**src/sv/mbe_pkg.sv**
```systemverilog
// Package for the Mandelbrot escape-time core: widths, image constants,
// register indexes, controller/datapath command types and saturation helper.
// No dependencies.
package mbe_pkg;

  // Image geometry and iteration cap
  localparam int IMAGE_WIDTH  = 1024;
  localparam int IMAGE_HEIGHT = 1024;
  localparam int ITER_LIMIT   = 1024;

  // Field widths
  localparam int COORD_W   = 10;
  localparam int ITER_W    = 11;
  localparam int Q_W       = 32;            // signed Q4.28
  localparam int STEP_W    = 31;            // unsigned Q3.28
  localparam int Q_FRAC    = 28;
  localparam int CFG_IDX_W = 3;
  localparam int CFG_W     = 32;

  // Pixel offset from image center, and its product with a step
  localparam int OFF_W  = 14;
  localparam int PROD_W = OFF_W + STEP_W + 1;
  localparam int SQ_W   = 2 * Q_W;          // exact Q8.56 products
  localparam int SAT_W  = 48;               // input width of the saturator

  localparam logic [ITER_W-1:0] LIMIT_CAP = ITER_W'(ITER_LIMIT);
  localparam logic [SQ_W-1:0]   ESC_BOUND = SQ_W'(1) << (2 * Q_FRAC + 2);

  // Reset values of the configuration registers
  localparam logic signed [Q_W-1:0] CENTER_RE_RST = -32'sd134217728;
  localparam logic signed [Q_W-1:0] CENTER_IM_RST = 32'sd0;
  localparam logic [STEP_W-1:0]     STEP_RE_RST   = 31'd786432;
  localparam logic [STEP_W-1:0]     STEP_IM_RST   = 31'd524288;
  localparam logic [ITER_W-1:0]     MAX_ITER_RST  = 11'd256;

  // Configuration register indexes
  typedef enum logic [CFG_IDX_W-1:0] {
    REG_CENTER_RE = 3'd0,
    REG_CENTER_IM = 3'd1,
    REG_STEP_RE   = 3'd2,
    REG_STEP_IM   = 3'd3,
    REG_MAX_ITER  = 3'd4
  } cfg_reg_t;

  // Commands from the controller to the datapath
  typedef struct packed {
    logic capture;   // latch the pixel coordinate
    logic map_mul;   // offset times step
    logic map_sum;   // add center, saturate, clear z
    logic z_mul;     // square and cross products of z
    logic z_upd;     // form the next z
  } dp_cmd_t;

  // Status from the datapath to the controller
  typedef struct packed {
    logic escape;    // |z|^2 of the current z exceeds 4
  } dp_stat_t;

  // Clamp a wide signed value to the signed Q4.28 range
  function automatic logic signed [Q_W-1:0] sat_q(input logic signed [SAT_W-1:0] v);
    logic signed [SAT_W-1:0] hi;
    logic signed [SAT_W-1:0] lo;
    hi = SAT_W'(2147483647);
    lo = -(SAT_W'(2147483647)) - SAT_W'(1);
    if (v > hi) begin
      return {1'b0, {(Q_W-1){1'b1}}};
    end else if (v < lo) begin
      return {1'b1, {(Q_W-1){1'b0}}};
    end
    return v[Q_W-1:0];
  endfunction

endpackage

```
**src/sv/mbe_ctrl.sv**
```systemverilog
// Controller of the Mandelbrot escape-time core: sequences mapping and the
// iteration loop, counts iterations and forms the result. Uses mbe_pkg.
module mbe_ctrl import mbe_pkg::*; (
  input  logic               clk,
  input  logic               rst,
  input  logic               in_valid,
  output logic               in_ready,
  input  logic [ITER_W-1:0]  max_iter,
  input  dp_stat_t           stat,
  output dp_cmd_t            cmd,
  input  logic               out_free,
  output logic               load,
  output logic [ITER_W-1:0]  res_iter,
  output logic               res_esc
);

  typedef enum logic [2:0] {
    IDLE,
    MAP_MUL,
    MAP_SUM,
    Z_MUL,
    Z_UPD,
    FIN
  } state_t;

  state_t            state;
  logic [ITER_W-1:0] cnt;
  logic [ITER_W-1:0] limit;
  logic [ITER_W-1:0] limit_next;

  assign limit_next = (max_iter > LIMIT_CAP) ? LIMIT_CAP : max_iter;

  // Decode commands from the state
  always_comb begin
    cmd         = '0;
    in_ready    = (state == IDLE);
    load        = (state == FIN) && out_free;
    cmd.capture = in_ready && in_valid;
    cmd.map_mul = (state == MAP_MUL);
    cmd.map_sum = (state == MAP_SUM);
    cmd.z_mul   = (state == Z_MUL);
    cmd.z_upd   = (state == Z_UPD) && !stat.escape && (cnt != limit);
  end

  // Advance the sequence; cnt counts z updates done
  always_ff @(posedge clk) begin
    if (rst) begin
      state <= IDLE;
      cnt   <= '0;
      limit <= '0;
    end else begin
      case (state)
        IDLE: begin
          if (in_valid) begin
            limit <= limit_next;
            state <= MAP_MUL;
          end
        end
        MAP_MUL: begin
          state <= MAP_SUM;
        end
        MAP_SUM: begin
          cnt   <= '0;
          state <= Z_MUL;
        end
        Z_MUL: begin
          state <= Z_UPD;
        end
        Z_UPD: begin
          if (stat.escape) begin
            res_iter <= cnt - ITER_W'(1);
            res_esc  <= 1'b1;
            state    <= FIN;
          end else if (cnt == limit) begin
            res_iter <= cnt;
            res_esc  <= 1'b0;
            state    <= FIN;
          end else begin
            cnt   <= cnt + ITER_W'(1);
            state <= Z_MUL;
          end
        end
        FIN: begin
          if (out_free) begin
            state <= IDLE;
          end
        end
        default: begin
          state <= IDLE;
        end
      endcase
    end
  end

  // The count never runs past the limit
  a_cnt_bound: assert property (@(posedge clk) disable iff (rst)
    (state == Z_UPD) |-> (cnt <= limit))
    else $error("iteration count beyond limit");

  // A finished result stays within the limit
  a_res_bound: assert property (@(posedge clk) disable iff (rst)
    (state == FIN) |-> (res_iter <= limit))
    else $error("result count beyond limit");

  // An escaped point escaped strictly before the limit
  a_esc_below: assert property (@(posedge clk) disable iff (rst)
    (state == FIN && res_esc) |-> (res_iter < limit))
    else $error("escape reported at the limit");

endmodule

```
**config.mk**
```make
export PLATFORM = sky130hd
export DESIGN_NAME = mbe_ctrl
export DESIGN_NICKNAME = d
export VERILOG_FILES = /design/src/sv/mbe_pkg.sv /design/src/sv/mbe_ctrl.sv
export SDC_FILE = /design/constraint.sdc
export NUM_CORES = 1
export LEC_CHECK = 0
export ABC_AREA = 1
export BUFFER_PORTS_ARGS = -buffer_cell sky130_fd_sc_hd__buf_2
export CORE_ASPECT_RATIO = 0.8
export CORE_MARGIN = 2
export CORE_UTILIZATION = 54
export CTS_BUF_LIST = sky130_fd_sc_hd__clkbuf_8
export CTS_CLUSTER_DIAMETER = 50
export CTS_CLUSTER_SIZE = 20
export DETAILED_ROUTE_END_ITERATION = 8
export MAX_ROUTING_LAYER = met4
export PLACE_DENSITY_LB_ADDON = 0.3
export SLEW_MARGIN = 40
export SYNTH_ARGS = -nofsm -noshare
export SYNTH_HDL_FRONTEND = slang
export SYNTH_SLANG_ARGS = --single-unit
```
**constraint.sdc**
```tcl
create_clock -name clk -period 2.59 [get_ports clk]
set_clock_uncertainty 0.2 [all_clocks]
set_input_delay 0.1295 -clock clk [delete_from_list [all_inputs] [get_ports clk]]
set_output_delay 0.1295 -clock clk [all_outputs]
set_load 0.01 [all_outputs]
```
==> summary.txt <==
Yosys
  • Syn Area/Cell: 7.49 um2
  • Post-Synthesis Cell Area: 0.00201 mm2
  • Number of synthesized flops with an enable pin: 12
  • Syn_nets: 286
  • Compound-gate portion of the synthesized area: 0.103
  • Synth Area in Adders: 0.0125
  • Top post-synthesis cells by area: dfxtp_1 (25%), edfxtp_1 (18%), nand2_1 (13%), a21oi_1 (6.0%), xor2_1 (5.2%)
  • Seq cells post-synth: 37
  • Yosys warnings: 0
  • Synth Area in Simple Gates: 0.287
  • Most common cell in the netlist: nand2_1
  • Top cells by count, synth: nand2_1 (67), nor2_1 (26), dfxtp_1 (25), a21oi_1 (24), inv_1 (19)
  • Netlist cell types: 29
  • Top cell type's share of synthesized area: 0.249
  • Mux cell area share after synthesis: 0
  • Async set-or-reset flop fraction in the synthesized netlist: 0
  • Synth Instances: 268
  • Ys flop type: dfxtp_1
  • Main combinational cell family by area after synthesis: simple AND/OR/NAND/NOR gates
  • Xor/xnor cell area share of the yosys netlist: 0.0785
  • Post-synthesis sequential area ratio: 0.429
  • Cell taking the most area after synthesis: dfxtp_1

Global routing
  • Antenna violations before repair: 0
  • Vias in the first global route: 1696
  • Largest net degree at the start of global routing: 22
  • First-pass GRT wire length: 7480 um
  • Gr usage total: 0.239
  • Grt ovf: 0

Setup path
  • CP max stage cell: inv_1
  • Critical-path maximum fanout: 21
  • Crit path launch type: flop
  • CP arrival: 1.73 ns
  • Setup crit end kind: output port
  • Cell Chain, Critical Path: nor2_1, inv_2, nor2_1, nand2_1, inv_1, buf_2
  • Critical path's top delay family: buffers and inverters
  • Reg-to-Reg End: res_iter[1]$_DFFE_PP_
  • Crit Path Class: flop to output port
  • RR Startpoint: cnt[4]$_SDFFE_PP0P_
  • Reg2Reg Depth: 8
  • Crit path largest cell delay: 0.39 ns
  • CP dominant cell by count: nor2_1
  • Buffer and inverter count on the worst path: 3
  • Worst EP required: 2.26 ns
  • Reg2reg setup slack: 0.63 ns

Worst hold path
  • Min-Delay Path Depth: 2
  • Hold Crit Start: cnt[10]$_SDFFE_PP0P_
  • Worst hold path type: flop to flop
  • Hold endpoint: cnt[10]$_SDFFE_PP0P_

Route
  • Via-to-Cell Ratio: 5.08
  • Final WL: 4440 um
  • Final ANT Viol Nets: 0
  • Total vias in the final route: 1808
  • Iter 0 DRT Violations: 192
  • Drc violations: 0
  • 1st-pass router iterations: 4
  • WL/cell: 12.5 um

Floorplanning
  • Initial Util: 0.575
  • Num ports: 35
  • CORE AREA: 0.00349 mm2
  • Die area: 0.00423 mm2
  • Die Height: 58.5 um
  • Site Rows: 19
  • Width of the chip: 72.2 um

Placement
  • Routability cong.: 0.853
  • Cells after DPL: 332
  • Port buffer count: 34
  • DP HPWL: 3070 um

Pwr
  • Static leakage: 1.05 nW
  • Power Dens Cells: 650 mW/mm2
  • Max IR drop VDD: 0.393 mV

Clocking
  • Num CTS Buffers: 5
  • Post_cts resized: 0
  • Worst-skew pair later-pin latency: 0.28 ns
  • Clk Tree Root Cell: clkbuf_8
  • Num Clock Sinks: 37
  • CTS tree: yes
  • Clk slew on worst S/H paths: 0.07 ns
  • Htree depth: 2
  • Clock Path Buffers: 2

Finish
  • Fin nets: 331
  • Ant. Diodes: 0
  • Filler cells: 304
  • Layout cell share with drive strength beyond 1: 0.178
  • Non-filler instance count after layout: 356
  • Area delta synth->final: 19.5%

STA
  • Slew Limit Fails: 0
  • Tcrit/Tclk final: 0.794
  • RSZ-0062 raised after global routing: false
  • Final TNS setup: 0 ns
  • Slew @ Worst Pin: 0.492 ns
  • Final setup fails: 0
  • Maximum clock rate: 486 MHz
  • Hold Fails Final Rpt: 0
  • Period minus WS final: 2.06 ns
  • Relative slew slack: 0.672

Run
  • Maxcap violations: 0

Outcome
  • Outcome: finished, final reports clean
==> per-stage QoR <==
stage	hold slack, ns	utilization	power [mW]	cell area, um2	worst slack [ns]
3_5_place_dp	0.184	0.618	1.18	2160	0.669
6_report	0.341	0.687	1.56	2400	0.534
2_1_floorplan	-0.00143	-	1.08	2010	0.517
4_1_cts	0.342	0.687	1.57	2400	0.549
5_1_grt	0.386	0.687	1.67	2400	0.356
3_3_place_gp	0.192	0.618	1.17	2160	0.685
==> worst reg2reg max path: stages, from the launching register on <==
cell	delay [ns]
dfxtp_1	0.53
xnor2_1	0.16
nand2_1	0.07
nor2_1	0.12
nand3_1	0.12
nand2_1	0.08
nand2_1	0.07
nor2_1	0.09
buf_4	0.22
==> per-layer routing <==
layer	global-route usage	share of wire	vias up
met2	0.391	0.48	45
met3	0.0479	0.041	4
li1	-	-	957
met1	0.299	0.47	802
met4	0.0809	0.0077	0
met5	-	0	-
==> report_power, final <==
part | internal [mW] | switching, mW
Sequential | 0.677 | 0.0583
Combinational | 0.172 | 0.287
Clock | 0.179 | 0.186
Total | 1.03 | 0.532
==> registers in the layout, summed over array words and instances (netlist names) <==
| register | cells |
|---|---|
| state | 3 |
| res_iter | 11 |
| cnt | 11 |
| res_esc | 1 |
| limit | 11 |
==> worst max-delay path by stage <==
stage                                     start                      to  cells past startpoint
after floorplan             cnt[4]$_SDFFE_PP0P_   res_esc$_SDFFCE_PP1P_                      8
after global placement      cnt[1]$_SDFFE_PP0P_  res_iter[10]$_DFFE_PP_                      8
after detailed placement    cnt[1]$_SDFFE_PP0P_  res_iter[10]$_DFFE_PP_                      8
after CTS                   cnt[4]$_SDFFE_PP0P_                  cmd[0]                      7
after global routing      state[0]$_SDFFE_PP0P_                  cmd[4]                      6
final                     state[0]$_SDFFE_PP0P_                  cmd[4]                      6
==> timing repair <==
action,4_1_cts,5_1_grt
hold buffers,16,0
endpoints found under the hold margin,22,0
buffers inserted,0,0
==> cells by family after synthesis <==
| logic type | after synthesis |
|---|---|
| AND/OR/NAND/NOR | 131 |
| AO/OA/AOI/OAI | 40 |
| buffers and inverters | 40 |
| flip-flops | 37 |
| XOR/XNOR | 18 |
| adder cells (fa/ha/maj) | 2 |
==> cell type report <==
| type | count | area (um2) | share of cell area |
|---|---|---|---|
| inverter | 27 | 104 | 0.0433 |
| timing repair buffer | 51 | 338 | 0.141 |
| tap | 42 | 52.6 | 0.0219 |
| clock inverter | 3 | 11.3 | 0.00469 |
| sequential | 37 | 861 | 0.359 |
| clock buffer | 5 | 68.8 | 0.0287 |
| multi-input combinational | 191 | 965 | 0.402 |
==> layout by cell type, fill, tap and decap left out <==
cell type      instances
nand2_1               67
buf_2                 34
nor2_1                26
dfxtp_1               25
a21oi_1               24
inv_1                 22
dlygate4sd3_1         16
nand3_1               15
o21ai_0               14
xor2_1                12
edfxtp_1              12
nor3_1                 9
inv_2                  7
xnor2_1                6
clkbuf_8               5
nor3_2                 3
nor2_2                 2
nand2_2                2
nor4_1                 2
nand4_1                2
ha_1                   2
inv_4                  1
nand3b_1               1
nor2_4                 1
nor3b_1                1
a21boi_0               1
o2111ai_1              1
buf_4                  1
Note: power is estimated with default switching activity, not from simulation.
